$ cat config.mk
export PLATFORM = sky130hd
export DESIGN_NAME = bank_mapper_with_scanline_irq_core
export DESIGN_NICKNAME = d
export VERILOG_FILES = /design/src/rtl/core/bmsi_pkg.sv /design/src/rtl/core/bank_mapper_with_scanline_irq_core.sv /design/src/rtl/core/bmsi_regs.sv /design/src/rtl/core/bmsi_xlate.sv
export SDC_FILE = /design/constraint.sdc
export NUM_CORES = 1
export LEC_CHECK = 0
export CAP_MARGIN = 20
export CORE_MARGIN = 2
export CORE_UTILIZATION = 38
export CTS_CLUSTER_DIAMETER = 80
export DETAILED_ROUTE_END_ITERATION = 7
export DONT_BUFFER_PORTS = 1
export GPL_TIMING_DRIVEN = 1
export PLACE_DENSITY = 0.6
export SYNTH_ARGS = -nofsm -noshare
export SYNTH_HDL_FRONTEND = slang
export SYNTH_SLANG_ARGS = --single-unit
$ cat constraint.sdc
create_clock -name i_clk -period 5.6 [get_ports i_clk]
set_input_delay 0.28 -clock i_clk [delete_from_list [all_inputs] [get_ports i_clk]]
set_output_delay 0.28 -clock i_clk [all_outputs]
set_load 0.005 [all_outputs]
$ cat src/rtl/core/bmsi_pkg.sv
// ----------------------------------------------------------------------------
// bmsi_pkg
// Types and constants shared by the bank mapper with scanline IRQ counter.
// ----------------------------------------------------------------------------
`default_nettype none

package bmsi_pkg;

    localparam int PRG_ADDR_BITS_DEF = 19;
    localparam int CHR_ADDR_BITS_DEF = 18;
    localparam int MAP_ADDR_W        = 19;
    localparam int NUM_BANKS         = 8;

    localparam logic [5:0] PRG_BANK_COUNT_RST = 6'd2;
    localparam logic [3:0] A12_FILTER_MIN     = 4'd9;
    localparam logic [3:0] A12_RUN_MAX        = 4'd15;

    typedef enum logic [1:0] {
        ACT_CPU_WRITE = 2'd0,
        ACT_CPU_READ  = 2'd1,
        ACT_PPU_TICK  = 2'd2,
        ACT_NONE      = 2'd3
    } t_action;

    typedef enum logic [1:0] {
        REG_NONE    = 2'd0,
        REG_PRG_ROM = 2'd1,
        REG_PRG_RAM = 2'd2,
        REG_CHR_ROM = 2'd3
    } t_region;

    typedef enum logic [1:0] {
        WR_BANK   = 2'd0,
        WR_MIRROR = 2'd1,
        WR_IRQ    = 2'd2,
        WR_ENABLE = 2'd3
    } t_wr_group;

    typedef struct packed {
        logic [1:0]  action;
        logic [15:0] address;
        logic [7:0]  value;
    } t_in_item;

    typedef struct packed {
        logic [1:0]            region;
        logic [MAP_ADDR_W-1:0] mapped_address;
        logic                  irq_pulse;
        logic                  mirror_horizontal;
    } t_out_item;

    typedef struct packed {
        logic [5:0]                 prg_bank_count;
        logic [7:0]                 bank_ctrl;
        logic [NUM_BANKS-1:0][7:0]  banks;
    } t_map_state;

    typedef struct packed {
        logic irq_pulse;
        logic mirror;
    } t_step_status;

endpackage

`default_nettype wire

$ cat src/rtl/core/bank_mapper_with_scanline_irq_core.sv
// ----------------------------------------------------------------------------
// bank_mapper_with_scanline_irq_core
// Cartridge bank mapper: CPU and PPU address translation, mapper registers
// and the A12-clocked scanline IRQ counter.
//
// Channel  Direction  Handshake                   Payload
// in       input      i_in_valid / o_in_ready     i_in_item  (t_in_item)
// out      output     o_out_valid / i_out_ready   o_out_item (t_out_item)
// cfg      input      i_cfg_we                    i_cfg_data (prg_bank_count)
//
// An item is registered on acceptance; its result is registered when the item
// advances, which a stalled output holds off. One item per cycle is sustained
// while the output is not stalled. The mapper state is updated in the same
// cycle that the result register loads. A stalled output holds the input
// register, which keeps accepting while the result register is free or being
// drained. Synchronous reset restores the valid flags and mapper registers.
// ----------------------------------------------------------------------------
`default_nettype none

module bank_mapper_with_scanline_irq_core
    import bmsi_pkg::*;
#(
    parameter int PRG_ADDR_BITS = PRG_ADDR_BITS_DEF,
    parameter int CHR_ADDR_BITS = CHR_ADDR_BITS_DEF
)
(
    input  wire logic       i_clk,
    input  wire logic       i_rst_n,
    input  wire logic       i_in_valid,
    output logic            o_in_ready,
    input  wire t_in_item   i_in_item,
    output logic            o_out_valid,
    input  wire logic       i_out_ready,
    output t_out_item       o_out_item,
    input  wire logic       i_cfg_we,
    input  wire logic [5:0] i_cfg_data
);

    logic                  r_in_valid;
    t_in_item              r_in_item;
    logic                  r_out_valid;
    t_out_item             r_out_item;

    logic                  advance;
    t_map_state            map_state;
    t_step_status          status;
    logic [1:0]            region;
    logic [MAP_ADDR_W-1:0] mapped;

    assign advance    = r_in_valid && (!r_out_valid || i_out_ready);
    assign o_in_ready = !r_in_valid || advance;

    bmsi_regs u_regs (
        .i_clk      (i_clk),
        .i_rst_n    (i_rst_n),
        .i_step     (advance),
        .i_item     (r_in_item),
        .i_cfg_we   (i_cfg_we),
        .i_cfg_data (i_cfg_data),
        .o_state    (map_state),
        .o_status   (status)
    );

    bmsi_xlate #(
        .PRG_ADDR_BITS (PRG_ADDR_BITS),
        .CHR_ADDR_BITS (CHR_ADDR_BITS)
    ) u_xlate (
        .i_item   (r_in_item),
        .i_state  (map_state),
        .o_region (region),
        .o_mapped (mapped)
    );

    always_ff @(posedge i_clk) begin
        if (!i_rst_n) begin
            r_in_valid  <= 1'b0;
            r_out_valid <= 1'b0;
        end else begin
            if (o_in_ready) begin
                r_in_valid <= i_in_valid;
            end
            if (advance) begin
                r_out_valid <= 1'b1;
            end else if (i_out_ready) begin
                r_out_valid <= 1'b0;
            end
        end
    end

    always_ff @(posedge i_clk) begin
        if (o_in_ready && i_in_valid) begin
            r_in_item <= i_in_item;
        end
        if (advance) begin
            r_out_item.region            <= region;
            r_out_item.mapped_address    <= mapped;
            r_out_item.irq_pulse         <= status.irq_pulse;
            r_out_item.mirror_horizontal <= status.mirror;
        end
    end

    assign o_out_valid = r_out_valid;
    assign o_out_item  = r_out_item;

endmodule

`default_nettype wire

$ cat src/rtl/core/bmsi_regs.sv
// ----------------------------------------------------------------------------
// bmsi_regs
// Mapper register file, A12 edge filter and scanline IRQ counter.
// ----------------------------------------------------------------------------
`default_nettype none

module bmsi_regs
    import bmsi_pkg::*;
(
    input  wire logic         i_clk,
    input  wire logic         i_rst_n,
    input  wire logic         i_step,
    input  wire t_in_item     i_item,
    input  wire logic         i_cfg_we,
    input  wire logic [5:0]   i_cfg_data,
    output t_map_state        o_state,
    output t_step_status      o_status
);

    logic [5:0]                r_prg_bank_count;
    logic [7:0]                r_bank_ctrl;
    logic [NUM_BANKS-1:0][7:0] r_banks;
    logic                      r_mirror;
    logic [7:0]                r_irq_reload;
    logic [7:0]                r_irq_count;
    logic                      r_irq_on;
    logic [3:0]                r_a12_run;

    logic [7:0]                n_bank_ctrl;
    logic [NUM_BANKS-1:0][7:0] n_banks;
    logic                      n_mirror;
    logic [7:0]                n_irq_reload;
    logic [7:0]                n_irq_count;
    logic                      n_irq_on;
    logic [3:0]                n_a12_run;
    logic                      n_pulse;

    logic [2:0]                bank_idx;
    logic [7:0]                bank_val;
    logic                      odd;

    assign odd      = i_item.address[0];
    assign bank_idx = r_bank_ctrl[2:0];

    always_comb begin
        bank_val = i_item.value;
        if (bank_idx < 3'd2) begin
            bank_val = i_item.value & 8'hfe;
        end else if (bank_idx > 3'd5) begin
            bank_val = i_item.value & 8'h3f;
        end
    end

    always_comb begin
        n_bank_ctrl  = r_bank_ctrl;
        n_banks      = r_banks;
        n_mirror     = r_mirror;
        n_irq_reload = r_irq_reload;
        n_irq_count  = r_irq_count;
        n_irq_on     = r_irq_on;
        n_a12_run    = r_a12_run;
        n_pulse      = 1'b0;
        case (t_action'(i_item.action))
            ACT_CPU_WRITE: begin
                if (i_item.address[15]) begin
                    case (t_wr_group'(i_item.address[14:13]))
                        WR_BANK: begin
                            if (!odd) begin
                                n_bank_ctrl = i_item.value;
                            end else begin
                                n_banks[bank_idx] = bank_val;
                            end
                        end
                        WR_MIRROR: begin
                            if (!odd) begin
                                n_mirror = i_item.value[0];
                            end
                        end
                        WR_IRQ: begin
                            if (!odd) begin
                                n_irq_reload = i_item.value;
                            end else begin
                                n_irq_count = 8'd0;
                            end
                        end
                        WR_ENABLE: begin
                            n_irq_on = odd;
                        end
                        default: begin
                            n_irq_on = r_irq_on;
                        end
                    endcase
                end
            end
            ACT_PPU_TICK: begin
                if (!i_item.address[12]) begin
                    if (r_a12_run != A12_RUN_MAX) begin
                        n_a12_run = r_a12_run + 4'd1;
                    end
                end else begin
                    n_a12_run = 4'd0;
                    if (r_a12_run >= A12_FILTER_MIN) begin
                        if (r_irq_count == 8'd0) begin
                            n_irq_count = r_irq_reload;
                        end else begin
                            n_irq_count = r_irq_count - 8'd1;
                        end
                        n_pulse = (n_irq_count == 8'd0) && r_irq_on;
                    end
                end
            end
            default: begin
                n_pulse = 1'b0;
            end
        endcase
    end

    always_ff @(posedge i_clk) begin
        if (!i_rst_n) begin
            r_prg_bank_count <= PRG_BANK_COUNT_RST;
            r_bank_ctrl      <= '0;
            r_banks          <= '0;
            r_mirror         <= 1'b0;
            r_irq_reload     <= '0;
            r_irq_count      <= '0;
            r_irq_on         <= 1'b0;
            r_a12_run        <= '0;
        end else begin
            if (i_cfg_we) begin
                r_prg_bank_count <= i_cfg_data;
            end
            if (i_step) begin
                r_bank_ctrl  <= n_bank_ctrl;
                r_banks      <= n_banks;
                r_mirror     <= n_mirror;
                r_irq_reload <= n_irq_reload;
                r_irq_count  <= n_irq_count;
                r_irq_on     <= n_irq_on;
                r_a12_run    <= n_a12_run;
            end
        end
    end

    assign o_state.prg_bank_count = r_prg_bank_count;
    assign o_state.bank_ctrl      = r_bank_ctrl;
    assign o_state.banks          = r_banks;
    assign o_status.irq_pulse     = n_pulse;
    assign o_status.mirror        = n_mirror;

endmodule

`default_nettype wire

$ cat src/rtl/core/bmsi_xlate.sv
// ----------------------------------------------------------------------------
// bmsi_xlate
// Translates a CPU or PPU address to a region and a byte offset in it.
// ----------------------------------------------------------------------------
`default_nettype none

module bmsi_xlate
    import bmsi_pkg::*;
#(
    parameter int PRG_ADDR_BITS = PRG_ADDR_BITS_DEF,
    parameter int CHR_ADDR_BITS = CHR_ADDR_BITS_DEF
)
(
    input  wire t_in_item              i_item,
    input  wire t_map_state            i_state,
    output logic [1:0]                 o_region,
    output logic [MAP_ADDR_W-1:0]      o_mapped
);

    localparam int PRG_FULL_W = 21;
    localparam int CHR_FULL_W = 18;

    localparam logic [PRG_FULL_W-1:0] PRG_MASK =
        PRG_FULL_W'((64'd1 << PRG_ADDR_BITS) - 64'd1);
    localparam logic [CHR_FULL_W-1:0] CHR_MASK =
        CHR_FULL_W'((64'd1 << CHR_ADDR_BITS) - 64'd1);

    logic [4:0]            fixed_hi;
    logic [7:0]            prg_bank;
    logic [PRG_FULL_W-1:0] prg_off;
    logic [12:0]           chr_w;
    logic [CHR_FULL_W-1:0] chr_off;
    logic [1:0]            win;

    assign win      = i_item.address[14:13];
    assign fixed_hi = i_state.prg_bank_count[4:0] - 5'd1;

    always_comb begin
        case (win)
            2'd1:    prg_bank = i_state.banks[7];
            2'd3:    prg_bank = {2'b00, fixed_hi, 1'b1};
            default: begin
                if ((win == 2'd0) == (i_state.bank_ctrl[6] == 1'b0)) begin
                    prg_bank = i_state.banks[6];
                end else begin
                    prg_bank = {2'b00, fixed_hi, 1'b0};
                end
            end
        endcase
    end

    assign prg_off = {prg_bank, i_item.address[12:0]} & PRG_MASK;

    assign chr_w = i_item.address[12:0] ^ {i_state.bank_ctrl[7], 12'd0};

    always_comb begin
        if (!chr_w[12]) begin
            chr_off = {i_state.banks[{2'b00, chr_w[11]}][7:1], chr_w[10:0]};
        end else begin
            chr_off = {i_state.banks[{1'b0, chr_w[11:10]} + 3'd2], chr_w[9:0]};
        end
    end

    always_comb begin
        o_region = REG_NONE;
        o_mapped = '0;
        case (t_action'(i_item.action))
            ACT_CPU_WRITE, ACT_CPU_READ: begin
                if (i_item.address[15:13] == 3'b011) begin
                    o_region = REG_PRG_RAM;
                    o_mapped = MAP_ADDR_W'(i_item.address[12:0]);
                end else if (i_item.action == ACT_CPU_READ && i_item.address[15]) begin
                    o_region = REG_PRG_ROM;
                    o_mapped = prg_off[MAP_ADDR_W-1:0];
                end
            end
            ACT_PPU_TICK: begin
                if (!i_item.address[13]) begin
                    o_region = REG_CHR_ROM;
                    o_mapped = MAP_ADDR_W'(chr_off & CHR_MASK);
                end
            end
            default: begin
                o_region = REG_NONE;
            end
        endcase
    end

endmodule

`default_nettype wire

Yosys cells after proc, flatten, opt, wreduce, memory -nomap -nowiden

Cells that the tools add are included.

Bits in registers: 150
Input bits: 37
Output and inout port bits: 25
Word-level logic and storage cells: 113

Add/sub/neg operators: 4
$lt $le $gt $ge: 7
Eq/ne operators: 13
Muxes and demuxes: 38
Bitwise gates (word level): 3
Reductions and logical operators: 24

Operators with widths:

| kind                                                       | number |
|---|---|
| 2-to-1 mux 8 bit                                           | 15 |
| bitwise mux 64 bit                                         | 1 |
| 2-to-1 mux 19 bit                                          | 2 |
| one-hot mux 19 bit (2 select lines)                        | 1 |
| 2-to-1 mux 18 bit                                          | 2 |
| binary-select mux 8 bit (select 3 bit)                     | 1 |
| demux 8 bit (select 3 bit)                                 | 1 |
| logical NOT 8 bit                                          | 2 |
| one-hot mux 8 bit (2 select lines)                         | 1 |
| AND reduction 5 bit                                        | 3 |
| XOR 13 bit                                                 | 1 |
| one-hot mux 6 bit (2 select lines)                         | 1 |
| less-than comparator 3 x 4 -> 1 bit, second input constant | 2 |
| 2-to-1 mux 4 bit                                           | 2 |
| subtractor 8 x 1 -> 8 bit, second input constant           | 1 |
| 2-to-1 mux 1 bit                                           | 7 |
| AND reduction 7 bit                                        | 1 |
| equality test 2 bit, second input constant                 | 3 |
| 2-to-1 mux 6 bit                                           | 1 |
| != test 2 bit, second input constant                       | 3 |
| AND reduction 3 bit                                        | 2 |
| nonzero test 2 bit                                         | 3 |
| logical AND 1 bit                                          | 5 |
| subtractor 5 x 1 -> 5 bit, second input constant           | 1 |
| other kinds (20)                                           | 27 |

Logic depth before layout (Yosys ltp)

Word-level depth: 8
Mapped depth: 8
Depth with buffers taken out: 7

Modules after synthesis

A second synthesis with hierarchy kept.

Cell total of the unflattened synthesis: 622
Area, all modules: 6,844.1 µm²

Modules (own cells, without submodules):

| module                             | times used | cells each | area each (µm²) | sequential area each (µm²) |
|---|---|---|---|---|
| bmsi_regs                          | 1          | 443        | 4,376.7         | 2,001.9 |
| bank_mapper_with_scanline_irq_core | 1          | 58         | 1,575.3         | 1,511.4 |
| bmsi_xlate                         | 1          | 121        | 892.1           | 0.0 |

Least setup slack after synthesis

No wires, ideal clock.

Path kind: flip-flop to flip-flop
Start: register u_regs.r_irq_count[0]
End: register r_out_item, in the netlist o_out_item[1], data pin
Library setup time: 169 ps
Data arrival time: 1,779 ps
Setup slack: 3,653 ps
Cell stages (with the launch flop): 8
Buffers on the path: 0
Path through: dfxtp_1 inv_1 ha_1 or3b_1 or3_1 a31oi_1 a31oi_1 nor4b_2

Word-level cells in the longest chain between the ends: 7
Elaborated cells on any way between the ends: 8

Ends and longest elaborated chain:

| item                                                           | line                                     | text |
|---|---|---|
| start, declared                                                | bmsi_regs.sv:25                          | `logic [7:0] r_irq_count;` |
| start signal, assigned                                         | bmsi_regs.sv:137                         | `r_irq_count <= n_irq_count;` |
| subtractor 8 x 1 -> 8 bit or logical NOT 8 bit (tied branches) | bmsi_regs.sv:106, bmsi_regs.sv:103       |  |
| 2-to-1 mux 8 bit *                                             | bmsi_regs.sv:103                         | `if (r_irq_count == 8'd0) begin` |
| 2-to-1 mux 8 bit *                                             | bmsi_regs.sv:102                         | `if (r_a12_run >= A12_FILTER_MIN) begin` |
| 2-to-1 mux 8 bit *                                             | bmsi_regs.sv:96                          | `if (!i_item.address[12]) begin` |
| 2-to-1 mux 8 bit *                                             | bmsi_regs.sv:63                          | `case (t_action'(i_item.action))` |
| logical NOT 8 bit *                                            | bmsi_regs.sv:108                         | `n_pulse = (n_irq_count == 8'd0) && r_irq_on;` |
| logical AND 1 bit *                                            | bmsi_regs.sv:108                         |  |
| end, declared                                                  | bank_mapper_with_scanline_irq_core.sv:42 | `t_out_item r_out_item;` |

Every way passes the cells marked *; elsewhere a longest branch is shown, timed or not. The select of a mux whose other input is x is not followed.
A chain may end at the register's enable or synchronous reset.

Final worst setup path

Start: register r_in_item[22] in the netlist's numbering
End: register u_regs.r_banks, in the netlist u_regs.o_state[31]

Word-level cells in the longest chain between the ends: 2

Ends and longest elaborated chain:

| item                          | line                                     | text |
|---|---|---|
| start, declared               | bank_mapper_with_scanline_irq_core.sv:40 | `t_in_item r_in_item;` |
| start signal, assigned        | bank_mapper_with_scanline_irq_core.sv:92 | `r_in_item <= i_in_item;` |
| logical NOT 2 bit             | bmsi_regs.sv:66                          | `case (t_wr_group'(i_item.address[14:13]))` |
| AND reduction 5 bit (no line) | n/a                                      |  |
| end signal, assigned          | bmsi_regs.sv:134                         | `r_banks <= n_banks;` |
| end, declared                 | bmsi_regs.sv:22                          | `logic [NUM_BANKS-1:0][7:0] r_banks;` |

No other way between the ends.

==> flow_summary.ini <==
[synthesis]
ys_ff_latch = 141
synth-main-ff-cell = dfxtp_1
synth_area_um2 = 6470
synth_most_common_cell = dfxtp_1
synth_cells = 594
syn_area_per_cell_um2 = 10.9
synth_common_cells = dfxtp_1 (92), nor2b_1 (88), mux2i_1 (79)
synth_largest_area_cell = dfxtp_1
synth_cell_types = 62
yosysSeqAreaShare = 0.512
yosys_warnings = 0
synthTopCellsByArea = dfxtp_1 (28%), edfxtp_1 (23%), mux2i_1 (12%)
synth_fp_nets = 637
synth_edf_count = 49
async_flop_share = 0
synth_top_area_share = 0.284

[timing]
holdWs_ps = 12.9
setup_tns_ps = 0
skew_ps = 7.54
setup_slack_ps = 3090
worst_pin_slew_ps = 1040
hold_viol_final = 0
period_minus_slack_ps = 2510
fin_crit_sh = 0.449
max_freq_ghz = 0.398
rsz0062_at_grt = no
slew-limit-headroom = 0.306
finalSetupViolCount = 0
slew_violations = 0

[clock_tree]
cts_tree = yes
numCtsBuffers = 17
clk_pin_slew_ps = 60
cts_sinks = 141
root_buffer = clkbuf_16
post_cts_buffers = 0
clock_path_buffers = 2
cts_hold_buf = 33
post_cts_resized = 0
clock_latency_ps = 420
htree_num_levels = 4

[routing]
drc = 0
vias = 4467
routed_wirelength_um = 15500
ant_nets = 0
routed_via_density = 5.32
drt_pass1_iterations = 4
avgRoutedWirePerCell_um = 18.5
drt_iter0_markers = 378

[setup_path]
max_stage_delay_ps = 690
ff2ff_setup_slack_ps = 3090
r2r_cells = 5
reg2reg_to = u_regs.o_state[31]
reg2reg_from = r_in_item[22]
crit_family = simple AND/OR/NAND/NOR gates
cp_max_fo = 22
cp.arrival_ps = 2830
cp-start-kind = flop
critPathCaptureType = flop
path_cells = nor3b_4 > and4_1 > and4_1 > mux2i_1 > nor2b_1
path_class = reg -> reg
cp_common_cell = and4_1
critPathBufInv = 0
slowest_stage = edfxtp_1
crit_required_ps = 5910

[floorplanning]
dieHeight_um = 135
io_pins = 62
initial_core_util = 0.389
die-area_um2 = 18100
core_region_area_um2 = 16600
die_width_um = 135
rows = 47

[worst_hold_path]
worstHoldPathCells = 2
hold_class = in -> reg
hold_end = r_in_valid
holdCritStartpoint = i_in_valid

[placement]
io_buffer_count = 0
routabilityCongestion = 0.861
hpwl_um = 9430
place_ws_ps = 3150

[grt]
grt_pass1_vias = 4403
track_usage = 0.177
grt_first_pass_wirelength_um = 24200
top_usage_layer = met2
grt_antenna_before_repair = 0
grt_util_met2 = 0.289
met1_usage = 0.232
gr-usage-met3 = 0.0428
grt_overflow = 0
grt_max_degree = 32

[power]
power_density_nw_per_um2 = 332
seqPwrFrac = 0.443
p_comb_frac = 0.039
ir_worst_vdd_mv = 0.227
power.share.clock = 0.518
switching_share = 0.200
leakage_nw = 2.81
p_switching_w = 0.000506
p_int_w = 0.00202

[cells_and_area]
num-nets-final = 650
seq_area_um2 = 3310
drive_gt1_frac = 0.0774
multi_input_area_um2 = 2950
fillers = 1533
area_delta_synth_final_pct = 17.8
diodes = 0

[outcome]
outcome = completed

[run]
drv_cap = 0
## worst register-to-register path, stage by stage, from the launching register on
cell      delay [ps]
edfxtp_1         690
nor3b_4          340
and4_1           350
and4_1           660
mux2i_1          300
nor2b_1           60
## power by group through the flow
stage	sequential [W]	clock [W]	combinational, W
finish	0.00112	0.00131	0.0000984
global route	0.00112	0.00137	0.000106
global placement	0.00114	0	0.0000672
floorplan	0.00112	0	0.0000737
detailed placement	0.00114	0	0.0000689
CTS	0.00112	0.00133	0.0000968
## cells by family (layout without fill, tap and decap cells)
family | after synthesis | in the layout | synth area share
AO/OA/AOI/OAI | 80 | 80 | 0.0802
buffers and inverters | 53 | 79 | 0.0328
XOR/XNOR | 9 | 9 | 0.0122
AND/OR/NAND/NOR | 218 | 218 | 0.203
adder cells (fa/ha/maj) | 6 | 6 | 0.0116
multiplexers | 87 | 87 | 0.148
flip-flops | 141 | 141 | 0.512
## layout by cell type (no fill, tap or decap), drive strengths merged, types with 5 or more instances in the layout
cell type / Yosys / routed
a21boi: 12 / 12
and3: 6 / 6
nor4: 5 / 5
nor2: 25 / 25
dfxtp: 92 / 92
mux4: 7 / 7
edfxtp: 49 / 49
o21ai: 17 / 17
clkinv: 1 / 6
nand2: 34 / 34
ha: 6 / 6
nor2b: 88 / 88
nand3: 5 / 5
mux2i: 79 / 79
nor3b: 5 / 5
a21oi: 20 / 20
nand2b: 9 / 9
dlygate4sd3: 0 / 34
bufinv: 0 / 7
clkbuf: 33 / 20
nand4: 7 / 7
xnor2: 7 / 7
nor3: 13 / 13
inv: 9 / 9
or4: 5 / 5
## sequential cells by signal (all words and copies together), names as in the netlist
name                     flops
o_out_item                  23
o_out_valid                  1
r_in_item                   26
r_in_valid                   1
u_regs.o_state              58
u_regs.r_a12_run             4
u_regs.r_bank_ctrl           5
u_regs.r_irq_count           8
u_regs.r_irq_on              1
u_regs.r_irq_reload          8
u_regs.r_mirror              1
u_regs.r_prg_bank_count      5
## metal layers
metal	share of wire	up-vias
li1	-	2138
met1	0.47	2209
met2	0.47	103
met3	0.050	17
met4	0.012	0
met5	0	-
## metrics by stage
step / instances / util / total power (W) / cell area, µm²
after floorplan: 594 / - / 0.00119 / 6470
after global placement: 773 / 0.396 / 0.00121 / 6590
after detailed placement: 773 / 0.396 / 0.00121 / 6590
after CTS: 838 / 0.457 / 0.00254 / 7610
after global routing: 840 / 0.458 / 0.00260 / 7620
final: 840 / 0.458 / 0.00253 / 7620
## final cells by class
type	count	share of cell area
Sequential cell	141	0.435
Multi-Input combinational cell	400	0.387
Clock buffer	20	0.0586
Timing Repair Buffer	37	0.0476
Tap cell	220	0.0361
Clock inverter	12	0.0315
Inverter	10	0.00492
## worst max-delay path by stage
stage | from | end | slack [ps] | depth (start not counted)
floorplan | u_regs.r_irq_count[0] | o_out_item[1] | 3650 | 7
global placement | r_in_item[22] | u_regs.r_irq_reload[6] | 3160 | 4
detailed placement | r_in_item[22] | u_regs.o_state[31] | 3150 | 5
CTS | r_in_item[22] | u_regs.o_state[31] | 3110 | 5
global route | r_in_item[22] | u_regs.r_irq_reload[5] | 2930 | 4
finish | r_in_item[22] | u_regs.o_state[31] | 3090 | 5
No activity file was read; power rests on OpenSTA's default activity.
